<file path="src/pcen_pkg.sv">
// ----------------------------------------------------------------------------
// pcen_pkg: shared types and constants of the polygon centroid block
// Word formats of the vertex and result channels, and result method codes.
// ----------------------------------------------------------------------------
package pcen_pkg;

  localparam int COORD_W  = 16;
  localparam int METHOD_W = 3;

  localparam logic [METHOD_W-1:0] METH_AREA  = 3'd0;
  localparam logic [METHOD_W-1:0] METH_BOX   = 3'd1;
  localparam logic [METHOD_W-1:0] METH_POINT = 3'd2;
  localparam logic [METHOD_W-1:0] METH_MID   = 3'd3;
  localparam logic [METHOD_W-1:0] METH_OVER  = 3'd4;

  typedef struct packed {
    logic signed [COORD_W-1:0] point_x;
    logic signed [COORD_W-1:0] point_y;
    logic                      last_vertex;
  } in_word_t;

  typedef struct packed {
    logic signed [COORD_W-1:0] center_x;
    logic signed [COORD_W-1:0] center_y;
    logic [METHOD_W-1:0]       method;
  } out_word_t;

endpackage

</file>
<file path="src/pcen_mul.sv">
// ----------------------------------------------------------------------------
// pcen_mul: bit-serial signed multiplier
// Shift-add over the multiplier bits, most significant first, one bit a cycle.
// ----------------------------------------------------------------------------
module pcen_mul #(
  parameter int MC_W = 33,
  parameter int MP_W = 17
) (
  input  logic                          clk,
  input  logic                          rst_n,
  input  logic                          start,
  input  logic signed [MC_W-1:0]        mcand,
  input  logic signed [MP_W-1:0]        mplier,
  output logic                          done,
  output logic signed [MC_W+MP_W-1:0]   product
);

  localparam int PR_W  = MC_W + MP_W;
  localparam int CNT_W = $clog2(MP_W);

  logic                    busy_r;
  logic                    done_r;
  logic [CNT_W-1:0]        cnt_r;
  logic signed [MC_W-1:0]  mc_r;
  logic [MP_W-1:0]         mp_r;
  logic signed [PR_W-1:0]  acc_r;
  logic signed [PR_W-1:0]  term;
  logic signed [PR_W-1:0]  acc_shl;
  logic signed [PR_W-1:0]  acc_nxt;
  logic                    first_bit;

  always_comb begin
    term      = mp_r[MP_W-1] ? PR_W'(mc_r) : '0;
    first_bit = (cnt_r == CNT_W'(MP_W - 1));
    acc_shl   = {acc_r[PR_W-2:0], 1'b0};
    acc_nxt   = first_bit ? (acc_shl - term) : (acc_shl + term);
  end

  always_ff @(posedge clk) begin
    if (!rst_n) begin
      busy_r <= 1'b0;
      done_r <= 1'b0;
      cnt_r  <= '0;
    end else begin
      done_r <= 1'b0;
      if (start) begin
        busy_r <= 1'b1;
        cnt_r  <= CNT_W'(MP_W - 1);
      end else if (busy_r) begin
        cnt_r <= cnt_r - CNT_W'(1);
        if (cnt_r == '0) begin
          busy_r <= 1'b0;
          done_r <= 1'b1;
        end
      end
    end
  end

  always_ff @(posedge clk) begin
    if (start) begin
      mc_r  <= mcand;
      mp_r  <= mplier;
      acc_r <= '0;
    end else if (busy_r) begin
      acc_r <= acc_nxt;
      mp_r  <= {mp_r[MP_W-2:0], 1'b0};
    end
  end

  assign done    = done_r;
  assign product = acc_r;

endmodule

</file>
<file path="src/pcen_div.sv">
// ----------------------------------------------------------------------------
// pcen_div: serial signed divider with saturation
// Restoring division on magnitudes, one quotient bit a cycle; the quotient
// truncates toward zero and saturates to the Q_W-bit signed range.
// ----------------------------------------------------------------------------
module pcen_div #(
  parameter int NUM_W = 58,
  parameter int DEN_W = 43,
  parameter int Q_W   = 16
) (
  input  logic                    clk,
  input  logic                    rst_n,
  input  logic                    start,
  input  logic signed [NUM_W-1:0] num,
  input  logic signed [DEN_W-1:0] den,
  output logic                    done,
  output logic signed [Q_W-1:0]   quot
);

  localparam int XW    = (NUM_W > DEN_W + Q_W) ? NUM_W : DEN_W + Q_W;
  localparam int CNT_W = $clog2(Q_W + 1);
  localparam logic [Q_W:0] POS_MAX = (Q_W+1)'((1 << (Q_W - 1)) - 1);
  localparam logic [Q_W:0] NEG_MAG = (Q_W+1)'(1 << (Q_W - 1));

  logic             busy_r;
  logic             done_r;
  logic [CNT_W-1:0] cnt_r;
  logic [XW-1:0]    rem_r;
  logic [XW-1:0]    dsh_r;
  logic [Q_W:0]     q_r;
  logic             neg_r;
  logic [NUM_W-1:0] num_mag;
  logic [DEN_W-1:0] den_mag;
  logic             ge;

  always_comb begin
    num_mag = num[NUM_W-1] ? NUM_W'(-num) : NUM_W'(num);
    den_mag = den[DEN_W-1] ? DEN_W'(-den) : DEN_W'(den);
    ge      = (rem_r >= dsh_r);
  end

  always_ff @(posedge clk) begin
    if (!rst_n) begin
      busy_r <= 1'b0;
      done_r <= 1'b0;
      cnt_r  <= '0;
    end else begin
      done_r <= 1'b0;
      if (start) begin
        busy_r <= 1'b1;
        cnt_r  <= CNT_W'(Q_W);
      end else if (busy_r) begin
        cnt_r <= cnt_r - CNT_W'(1);
        if (cnt_r == '0) begin
          busy_r <= 1'b0;
          done_r <= 1'b1;
        end
      end
    end
  end

  always_ff @(posedge clk) begin
    if (start) begin
      rem_r <= XW'(num_mag);
      dsh_r <= XW'(den_mag) << Q_W;
      q_r   <= '0;
      neg_r <= num[NUM_W-1] ^ den[DEN_W-1];
    end else if (busy_r) begin
      if (ge) begin
        rem_r <= rem_r - dsh_r;
      end
      q_r   <= {q_r[Q_W-1:0], ge};
      dsh_r <= dsh_r >> 1;
    end
  end

  always_comb begin
    if (!neg_r) begin
      quot = (q_r > POS_MAX) ? Q_W'(POS_MAX) : Q_W'(q_r);
    end else begin
      quot = (q_r > NEG_MAG) ? Q_W'(NEG_MAG) : Q_W'(-q_r);
    end
  end

  assign done = done_r;

endmodule

</file>
<file path="src/polygon_centroid_top.sv">
// ----------------------------------------------------------------------------
// polygon_centroid_top: shoelace centroid of a polygon
// Takes vertices one word at a time and returns one center per polygon.
// ----------------------------------------------------------------------------
// Input channel in_*: one vertex per word, signed Q12.4, last_vertex marks
// the closing vertex. Output channel out_*: one word per polygon, sent only
// on the last vertex, with the center and the method that produced it.
// Vertices are handled one at a time; in_stall stays high while one is in
// work. Each edge runs four products through one bit-serial multiplier of
// COORD_BITS+1 steps; the first vertex of a polygon runs no products.
// The last vertex of a polygon with three or more vertices also closes the
// edge back to the first vertex and runs two serial divisions of
// COORD_BITS+1 steps each, but only if the accumulated area is nonzero.
// A result waits in the output register while out_stall is high; the next
// polygon's vertices are taken meanwhile, and only a later result waits
// for the register to drain. Reset clears the accumulators, the vertex
// count and the output valid; vertices past MAX_POINTS are dropped and the
// polygon reports method 4.
// ----------------------------------------------------------------------------
module polygon_centroid_top
  import pcen_pkg::*;
#(
  parameter int MAX_POINTS = 256,
  parameter int COORD_BITS = 16
) (
  input  logic      clk,
  input  logic      rst_n,
  input  logic      in_valid,
  output logic      in_stall,
  input  in_word_t  in_word,
  output logic      out_valid,
  input  logic      out_stall,
  output out_word_t out_word
);

  localparam int C      = COORD_BITS;
  localparam int SUM_W  = C + 1;
  localparam int MC_W   = 2 * C + 1;
  localparam int MP_W   = C + 1;
  localparam int PR_W   = MC_W + MP_W;
  localparam int CNT_W  = $clog2(MAX_POINTS + 2);
  localparam int ACC_B  = $clog2(MAX_POINTS);
  localparam int AREA_W = MC_W + ACC_B;
  localparam int WS_W   = PR_W + ACC_B;
  localparam int DEN_W  = AREA_W + 2;

  localparam logic [2:0] ST_IDLE  = 3'd0;
  localparam logic [2:0] ST_MUL   = 3'd1;
  localparam logic [2:0] ST_MWAIT = 3'd2;
  localparam logic [2:0] ST_FIN   = 3'd3;
  localparam logic [2:0] ST_CLOSE = 3'd4;
  localparam logic [2:0] ST_DIV   = 3'd5;
  localparam logic [2:0] ST_DWAIT = 3'd6;
  localparam logic [2:0] ST_PUSH  = 3'd7;

  localparam logic [1:0] PH_P1    = 2'd0;
  localparam logic [1:0] PH_CROSS = 2'd1;
  localparam logic [1:0] PH_WX    = 2'd2;
  localparam logic [1:0] PH_WY    = 2'd3;

  function automatic logic signed [C-1:0] half_sum(input logic signed [C-1:0] a,
                                                   input logic signed [C-1:0] b);
    logic signed [SUM_W-1:0] s;
    s = SUM_W'(a) + SUM_W'(b);
    s = s + SUM_W'(s[SUM_W-1]);
    half_sum = s[SUM_W-1:1];
  endfunction

  logic [2:0]                state_r, state_nxt;
  logic [1:0]                phase_r, phase_nxt;
  logic                      dphase_r, dphase_nxt;
  logic                      last_r, last_nxt;
  logic                      close_r, close_nxt;
  logic [CNT_W-1:0]          vcount_r, vcount_nxt;
  logic signed [AREA_W-1:0]  area_r, area_nxt;
  logic signed [WS_W-1:0]    wsx_r, wsx_nxt;
  logic signed [WS_W-1:0]    wsy_r, wsy_nxt;
  logic signed [C-1:0]       first_x_r, first_x_nxt, first_y_r, first_y_nxt;
  logic signed [C-1:0]       prev_x_r, prev_x_nxt, prev_y_r, prev_y_nxt;
  logic signed [C-1:0]       bmin_x_r, bmin_x_nxt, bmax_x_r, bmax_x_nxt;
  logic signed [C-1:0]       bmin_y_r, bmin_y_nxt, bmax_y_r, bmax_y_nxt;
  logic signed [C-1:0]       ax_r, ax_nxt, ay_r, ay_nxt;
  logic signed [C-1:0]       bx_r, bx_nxt, by_r, by_nxt;
  logic signed [MC_W-1:0]    p1_r, p1_nxt;
  logic signed [MC_W-1:0]    cross_r, cross_nxt;
  logic signed [DEN_W-1:0]   den_r, den_nxt;
  logic signed [C-1:0]       cx_r, cx_nxt, cy_r, cy_nxt;
  logic [METHOD_W-1:0]       meth_r, meth_nxt;
  logic                      out_valid_r, out_valid_nxt;
  out_word_t                 out_word_r, out_word_nxt;

  logic                      in_acc;
  logic                      slot_free;
  logic signed [C-1:0]       x_in, y_in;
  logic                      mul_start, mul_done;
  logic signed [MC_W-1:0]    mul_mcand;
  logic signed [MP_W-1:0]    mul_mplier;
  logic signed [PR_W-1:0]    mul_prod;
  logic                      div_start, div_done;
  logic signed [WS_W-1:0]    div_num;
  logic signed [C-1:0]       div_quot;

  assign in_stall  = (state_r != ST_IDLE);
  assign in_acc    = in_valid && !in_stall;
  assign slot_free = !out_valid_r || !out_stall;
  assign x_in      = in_word.point_x[C-1:0];
  assign y_in      = in_word.point_y[C-1:0];
  assign div_num   = dphase_r ? wsy_r : wsx_r;

  always_comb begin
    case (phase_r)
      PH_P1: begin
        mul_mcand  = MC_W'(ax_r);
        mul_mplier = MP_W'(by_r);
      end
      PH_CROSS: begin
        mul_mcand  = MC_W'(ay_r);
        mul_mplier = MP_W'(bx_r);
      end
      PH_WX: begin
        mul_mcand  = cross_r;
        mul_mplier = MP_W'(ax_r) + MP_W'(bx_r);
      end
      PH_WY: begin
        mul_mcand  = cross_r;
        mul_mplier = MP_W'(ay_r) + MP_W'(by_r);
      end
      default: begin
        mul_mcand  = '0;
        mul_mplier = '0;
      end
    endcase
  end

  always_comb begin
    state_nxt     = state_r;
    phase_nxt     = phase_r;
    dphase_nxt    = dphase_r;
    last_nxt      = last_r;
    close_nxt     = close_r;
    vcount_nxt    = vcount_r;
    area_nxt      = area_r;
    wsx_nxt       = wsx_r;
    wsy_nxt       = wsy_r;
    first_x_nxt   = first_x_r;
    first_y_nxt   = first_y_r;
    prev_x_nxt    = prev_x_r;
    prev_y_nxt    = prev_y_r;
    bmin_x_nxt    = bmin_x_r;
    bmax_x_nxt    = bmax_x_r;
    bmin_y_nxt    = bmin_y_r;
    bmax_y_nxt    = bmax_y_r;
    ax_nxt        = ax_r;
    ay_nxt        = ay_r;
    bx_nxt        = bx_r;
    by_nxt        = by_r;
    p1_nxt        = p1_r;
    cross_nxt     = cross_r;
    den_nxt       = den_r;
    cx_nxt        = cx_r;
    cy_nxt        = cy_r;
    meth_nxt      = meth_r;
    out_valid_nxt = out_valid_r && out_stall;
    out_word_nxt  = out_word_r;
    mul_start     = 1'b0;
    div_start     = 1'b0;

    case (state_r)
      ST_IDLE: begin
        if (in_acc) begin
          last_nxt  = in_word.last_vertex;
          close_nxt = 1'b0;
          if (vcount_r < CNT_W'(MAX_POINTS)) begin
            prev_x_nxt = x_in;
            prev_y_nxt = y_in;
            vcount_nxt = vcount_r + CNT_W'(1);
            if (vcount_r == '0) begin
              first_x_nxt = x_in;
              first_y_nxt = y_in;
              bmin_x_nxt  = x_in;
              bmax_x_nxt  = x_in;
              bmin_y_nxt  = y_in;
              bmax_y_nxt  = y_in;
              state_nxt   = ST_FIN;
            end else begin
              ax_nxt = prev_x_r;
              ay_nxt = prev_y_r;
              bx_nxt = x_in;
              by_nxt = y_in;
              if (x_in < bmin_x_r) bmin_x_nxt = x_in;
              if (x_in > bmax_x_r) bmax_x_nxt = x_in;
              if (y_in < bmin_y_r) bmin_y_nxt = y_in;
              if (y_in > bmax_y_r) bmax_y_nxt = y_in;
              phase_nxt = PH_P1;
              state_nxt = ST_MUL;
            end
          end else begin
            vcount_nxt = CNT_W'(MAX_POINTS + 1);
            state_nxt  = ST_FIN;
          end
        end
      end
      ST_MUL: begin
        mul_start = 1'b1;
        if (phase_r == PH_WX) begin
          area_nxt = area_r + AREA_W'(cross_r);
        end
        state_nxt = ST_MWAIT;
      end
      ST_MWAIT: begin
        if (mul_done) begin
          case (phase_r)
            PH_P1: begin
              p1_nxt    = $signed(mul_prod[MC_W-1:0]);
              phase_nxt = PH_CROSS;
              state_nxt = ST_MUL;
            end
            PH_CROSS: begin
              cross_nxt = p1_r - $signed(mul_prod[MC_W-1:0]);
              phase_nxt = PH_WX;
              state_nxt = ST_MUL;
            end
            PH_WX: begin
              wsx_nxt   = wsx_r + WS_W'(mul_prod);
              phase_nxt = PH_WY;
              state_nxt = ST_MUL;
            end
            PH_WY: begin
              wsy_nxt   = wsy_r + WS_W'(mul_prod);
              state_nxt = close_r ? ST_CLOSE : ST_FIN;
            end
            default: begin
              state_nxt = ST_IDLE;
            end
          endcase
        end
      end
      ST_FIN: begin
        if (!last_r) begin
          state_nxt = ST_IDLE;
        end else if (vcount_r > CNT_W'(MAX_POINTS)) begin
          cx_nxt    = '0;
          cy_nxt    = '0;
          meth_nxt  = METH_OVER;
          state_nxt = ST_PUSH;
        end else if (vcount_r == CNT_W'(1)) begin
          cx_nxt    = first_x_r;
          cy_nxt    = first_y_r;
          meth_nxt  = METH_POINT;
          state_nxt = ST_PUSH;
        end else if (vcount_r == CNT_W'(2)) begin
          cx_nxt    = half_sum(first_x_r, prev_x_r);
          cy_nxt    = half_sum(first_y_r, prev_y_r);
          meth_nxt  = METH_MID;
          state_nxt = ST_PUSH;
        end else begin
          ax_nxt    = prev_x_r;
          ay_nxt    = prev_y_r;
          bx_nxt    = first_x_r;
          by_nxt    = first_y_r;
          close_nxt = 1'b1;
          phase_nxt = PH_P1;
          state_nxt = ST_MUL;
        end
      end
      ST_CLOSE: begin
        if (area_r != '0) begin
          den_nxt    = DEN_W'(area_r) + (DEN_W'(area_r) <<< 1);
          dphase_nxt = 1'b0;
          state_nxt  = ST_DIV;
        end else begin
          cx_nxt    = half_sum(bmin_x_r, bmax_x_r);
          cy_nxt    = half_sum(bmin_y_r, bmax_y_r);
          meth_nxt  = METH_BOX;
          state_nxt = ST_PUSH;
        end
      end
      ST_DIV: begin
        div_start = 1'b1;
        state_nxt = ST_DWAIT;
      end
      ST_DWAIT: begin
        if (div_done) begin
          if (!dphase_r) begin
            cx_nxt     = div_quot;
            dphase_nxt = 1'b1;
            state_nxt  = ST_DIV;
          end else begin
            cy_nxt    = div_quot;
            meth_nxt  = METH_AREA;
            state_nxt = ST_PUSH;
          end
        end
      end
      ST_PUSH: begin
        if (slot_free) begin
          out_valid_nxt         = 1'b1;
          out_word_nxt.center_x = COORD_W'(cx_r);
          out_word_nxt.center_y = COORD_W'(cy_r);
          out_word_nxt.method   = meth_r;
          vcount_nxt            = '0;
          area_nxt              = '0;
          wsx_nxt               = '0;
          wsy_nxt               = '0;
          state_nxt             = ST_IDLE;
        end
      end
      default: begin
        state_nxt = ST_IDLE;
      end
    endcase
  end

  always_ff @(posedge clk) begin
    if (!rst_n) begin
      state_r     <= ST_IDLE;
      vcount_r    <= '0;
      area_r      <= '0;
      wsx_r       <= '0;
      wsy_r       <= '0;
      out_valid_r <= 1'b0;
    end else begin
      state_r     <= state_nxt;
      vcount_r    <= vcount_nxt;
      area_r      <= area_nxt;
      wsx_r       <= wsx_nxt;
      wsy_r       <= wsy_nxt;
      out_valid_r <= out_valid_nxt;
    end
  end

  always_ff @(posedge clk) begin
    phase_r    <= phase_nxt;
    dphase_r   <= dphase_nxt;
    last_r     <= last_nxt;
    close_r    <= close_nxt;
    first_x_r  <= first_x_nxt;
    first_y_r  <= first_y_nxt;
    prev_x_r   <= prev_x_nxt;
    prev_y_r   <= prev_y_nxt;
    bmin_x_r   <= bmin_x_nxt;
    bmax_x_r   <= bmax_x_nxt;
    bmin_y_r   <= bmin_y_nxt;
    bmax_y_r   <= bmax_y_nxt;
    ax_r       <= ax_nxt;
    ay_r       <= ay_nxt;
    bx_r       <= bx_nxt;
    by_r       <= by_nxt;
    p1_r       <= p1_nxt;
    cross_r    <= cross_nxt;
    den_r      <= den_nxt;
    cx_r       <= cx_nxt;
    cy_r       <= cy_nxt;
    meth_r     <= meth_nxt;
    out_word_r <= out_word_nxt;
  end

  pcen_mul #(
    .MC_W (MC_W),
    .MP_W (MP_W)
  ) u_mul (
    .clk     (clk),
    .rst_n   (rst_n),
    .start   (mul_start),
    .mcand   (mul_mcand),
    .mplier  (mul_mplier),
    .done    (mul_done),
    .product (mul_prod)
  );

  pcen_div #(
    .NUM_W (WS_W),
    .DEN_W (DEN_W),
    .Q_W   (C)
  ) u_div (
    .clk   (clk),
    .rst_n (rst_n),
    .start (div_start),
    .num   (div_num),
    .den   (den_r),
    .done  (div_done),
    .quot  (div_quot)
  );

  assign out_valid = out_valid_r;
  assign out_word  = out_word_r;

endmodule

</file>
<file path="config.mk">
export PLATFORM = sky130hd
export DESIGN_NAME = polygon_centroid_top
export DESIGN_NICKNAME = d
export VERILOG_FILES = /design/src/pcen_pkg.sv /design/src/pcen_mul.sv /design/src/pcen_div.sv /design/src/polygon_centroid_top.sv
export SDC_FILE = /design/constraint.sdc
export NUM_CORES = 2
export LEC_CHECK = 0
export BUFFER_PORTS_ARGS = -buffer_cell sky130_fd_sc_hd__buf_2
export CORE_MARGIN = 2
export CORE_UTILIZATION = 35
export DETAILED_ROUTE_END_ITERATION = 10
export PLACE_DENSITY = 0.51
export SLEW_MARGIN = 25
export SYNTH_ARGS = -nofsm -noshare
export SYNTH_HDL_FRONTEND = slang
export SYNTH_HIERARCHICAL = 1
export SYNTH_SLANG_ARGS = --single-unit
</file>
<file path="constraint.sdc">
create_clock -name clk -period 11.58 [get_ports clk]
set_input_delay 1.737 -clock clk [delete_from_list [all_inputs] [get_ports clk]]
set_output_delay 1.737 -clock clk [all_outputs]
set_load 0.01 [all_outputs]
</file>
==> key figures <==
Run status
  • Status: completed

Cells and area
  • Fillers: 17684
  • FF/Latch Area: 0.0212 mm²
  • Synthesis-to-finish area growth: 10.3%
  • Layout Nets: 7573
  • Finished Cell Area: 0.0676 mm²
  • Multi-input logic area: 0.0374 mm²
  • Share of layout cells above drive strength 1: 7.00%

Setup path
  • Worst Setup SP: dphase_r
  • Critical Path RT: 12010 ps
  • Startpoint types: flip-flop
  • R2r endpoint: u_div/rem_r[54]
  • Crit path DAT: 5310 ps
  • Slowest stage delay, CP: 670 ps
  • Worst path bufs/invs: 1
  • Critical path capture point: u_div/rem_r[54]
  • Worst reg2reg path startpoint: dphase_r
  • R2r setup slk: 6690 ps
  • Cells on worst reg2reg path: 10
  • Worst-path fanout max: 59
  • Worst setup EP type: flip-flop
  • Critical-path top delay cell: nor4_1
  • Worst-path cell chain: buf_4 -> mux2_2 -> nor3_1 -> nand4_1 -> nor4_1 -> nand3_1 -> o31ai_1 -> a21boi_0 -> xor2_1 -> a211oi_1
  • CP top delay family: simple AND/OR/NAND/NOR gates
  • WP depth: 10
  • Kind of critical path: flip-flop to flip-flop

Power
  • Cell area power density: 214 mW/mm²
  • Psw: 6310 µW
  • Switching fraction of total power: 43.5%
  • Clock power frac: 23.3%
  • Internal power: 8190 µW
  • Pleak: 0.0277 µW
  • Power share of the sequential group: 28.5%
  • Combinational power share: 48.3%
  • Max IR drop VDD: 0.000133 V

Die
  • Die area: 0.178 mm²
  • Chip width: 422 µm
  • Initial Utilization: 35.3%
  • Row count: 153
  • IO Pins: 74
  • Core ar.: 0.174 mm²
  • DIE HEIGHT: 422 µm

Min path
  • Worst min path class: flip-flop to flip-flop

Detailed routing
  • Met3 Routed Length: 8.05 mm
  • DR WL/cell: 21.2 µm
  • Initial detailed-routing violation count: 3880
  • Drt pass-1 iters: 6
  • Drt total wl: 198 mm
  • WL met1: 88.4 mm
  • Drc violations: 0
  • WL met2: 94.9 mm
  • Top routing layer in use: met4
  • Vias per cell: 5.58
  • Final ANT Viol Nets: 0
  • Vias: 52144

Clocking
  • Inserted Clock Buffers: 98
  • Reg clk slew, reported paths: 60 ps
  • Worst skew pair latency: 750 ps
  • CTS tree: built
  • Cts hold-fix bufs: 0
  • CTS max path bufs: 3
  • Post-CTS Resized: 0
  • Clock Sinks: 796
  • # Post-CTS Setup Buffers: 0
  • Root Driver: clkbuf_16
  • H-tree depth: 3

STA
  • Slew Viols, Final: 0
  • Worst slew pin tran: 1190 ps
  • Clk_skew: 45.5 ps
  • RSZ-0062 raised after global routing: false
  • Peak Freq: 0.205 GHz
  • Final setup viols: 0
  • Hold_ws: 417 ps
  • Part of the cycle the worst path needs: 42.2%
  • Final hold vios: 0
  • Setup TNS: 0 ps
  • Slew HR: 20.3%
  • Tmin final: 4890 ps

Place
  • Port bufs: 73
  • Placer Congestion: 0.943
  • Final HPWL DP: 154 mm
  • Placed Area: 0.0641 mm²

Yosys
  • Synth area leader: edfxtp_1
  • Post-synthesis register bit count: 796
  • Post-synth EDFFs: 528
  • Commonest cells in the netlist: nand2_1, ha_1, nor2_1
  • Yosys warns: 6
  • Library cells used by synthesis: 117
  • Most numerous cell in the Yosys netlist: nand2_1
  • Seq/Total Area, Yosys: 34.6%
  • Post-synthesis async set-or-reset flop share: 0%
  • Synth Instances: 6974
  • Top FF cell, synth: edfxtp_1
  • Syn Area/Cell: 8.79 µm²
  • Syn Std Cell Area: 0.0613 mm²
  • Area contributors post-synth: edfxtp_1, ha_1, dfxtp_1
  • Share of the synthesized area in the top cell type: 25.9%
  • Syn Nets: 7608

Global routing
  • Total grt overflow: 0
  • Global Route Usage Sum: 21.5%
  • First-pass GRT wire length: 302 mm
  • Number of global-route vias before repair: 50083
  • Largest net degree at the start of global routing: 79
  • Initial antenna violation count: 2

Flow run
  • Max Cap Violations: 0
[state kept, by name, summed over array words and instances, names as in the netlist, 17 cells and up]
name	count
cross_r	33
u_div/rem_r	59
out_word	35
den_r	43
u_mul/mp_r	17
u_mul/mc_r	33
wsy_r	58
p1_r	33
u_div/q_r	17
u_div/dsh_r	59
wsx_r	58
area_r	41
u_mul/product	50
[logic make-up (layout without fill, tap and decap cells)]
family | count (synthesis) | after routing | synth area share, %
compound gates | 2115 | 2115 | 22.7
xor+xnor | 505 | 505 | 7.22
fa+ha+maj | 597 | 597 | 12.3
buf+inv | 719 | 769 | 4.46
flops | 796 | 796 | 34.6
mux | 141 | 141 | 2.46
other cells | 0 | 2 | 0
simple gates | 2101 | 2101 | 16.2
[layer usage]
metal,up-vias,GRT usage (%)
met1,25067,28.0
met5,-,0
li1,25638,-
met2,1181,36.9
met3,258,2.60
met4,0,7.17
[stage by stage]
| step | std cells | setup WS (ps) | total power [µW] | util [%] |
|---|---|---|---|---|
| floorplan | 6974 | 6070 | 8970 | - |
| global placement | 9164 | 6790 | 11100 | 36.8 |
| detailed placement | 9164 | 6810 | 11100 | 36.8 |
| CTS | 9349 | 6800 | 14500 | 38.9 |
| global route | 9350 | 6250 | 15400 | 38.9 |
| finish | 9351 | 6690 | 14500 | 38.9 |
[placed cells by master, fill, tap and decap left out, types with 47 or more instances in the layout]
master / count
nand2_1: 704
ha_1: 584
nor2_1: 567
a21oi_1: 532
edfxtp_1: 528
o21ai_0: 442
inv_1: 439
xnor2_1: 339
dfxtp_1: 266
a21o_1: 226
xor2_1: 166
nor3_1: 127
nand3_1: 118
o31ai_1: 105
clkbuf_16: 101
a22oi_1: 94
o21a_1: 89
nand4_1: 87
nor2b_1: 79
mux2_2: 77
buf_2: 73
a211oi_1: 72
nand2b_1: 71
buf_4: 64
mux2i_1: 62
and3_1: 54
o21bai_1: 54
nor4_1: 52
a31oi_1: 48
o211ai_1: 47
[final cells by class]
type                            count  share of cell area, %
Sequential cell                   796                   31.4
Inverter                          447                   2.48
Antenna cell                        2                0.00740
Tap cell                         2325                   4.30
Timing Repair Buffer              137                   1.25
Multi-Input combinational cell   5459                   55.3
Clock inverter                     64                   1.26
Clock buffer                      121                   4.00
[power by group through the flow]
stage,logic (µW),registers [µW],clock network [µW]
after detailed placement,6900,4190,0
final,7000,4130,3370
after CTS,6950,4130,3460
after floorplan,5020,3950,0
after global routing,7700,4170,3580
after global placement,6880,4190,0
[worst min path at each step]
| stage | from | end | slack [ps] | cells after the start |
|---|---|---|---|---|
| 2_1_floorplan | meth_r[0] | out_word[0] | 400 | 0 |
| 3_3_place_gp | cx_r[0] | out_word[19] | 410 | 0 |
| 5_1_grt | meth_r[2] | out_word[2] | 420 | 0 |
| 4_1_cts | meth_r[2] | out_word[2] | 420 | 0 |
| 3_5_place_dp | cx_r[3] | out_word[22] | 400 | 0 |
| 6_report | meth_r[2] | out_word[2] | 420 | 0 |
Note: power is estimated with default switching activity, not from simulation.
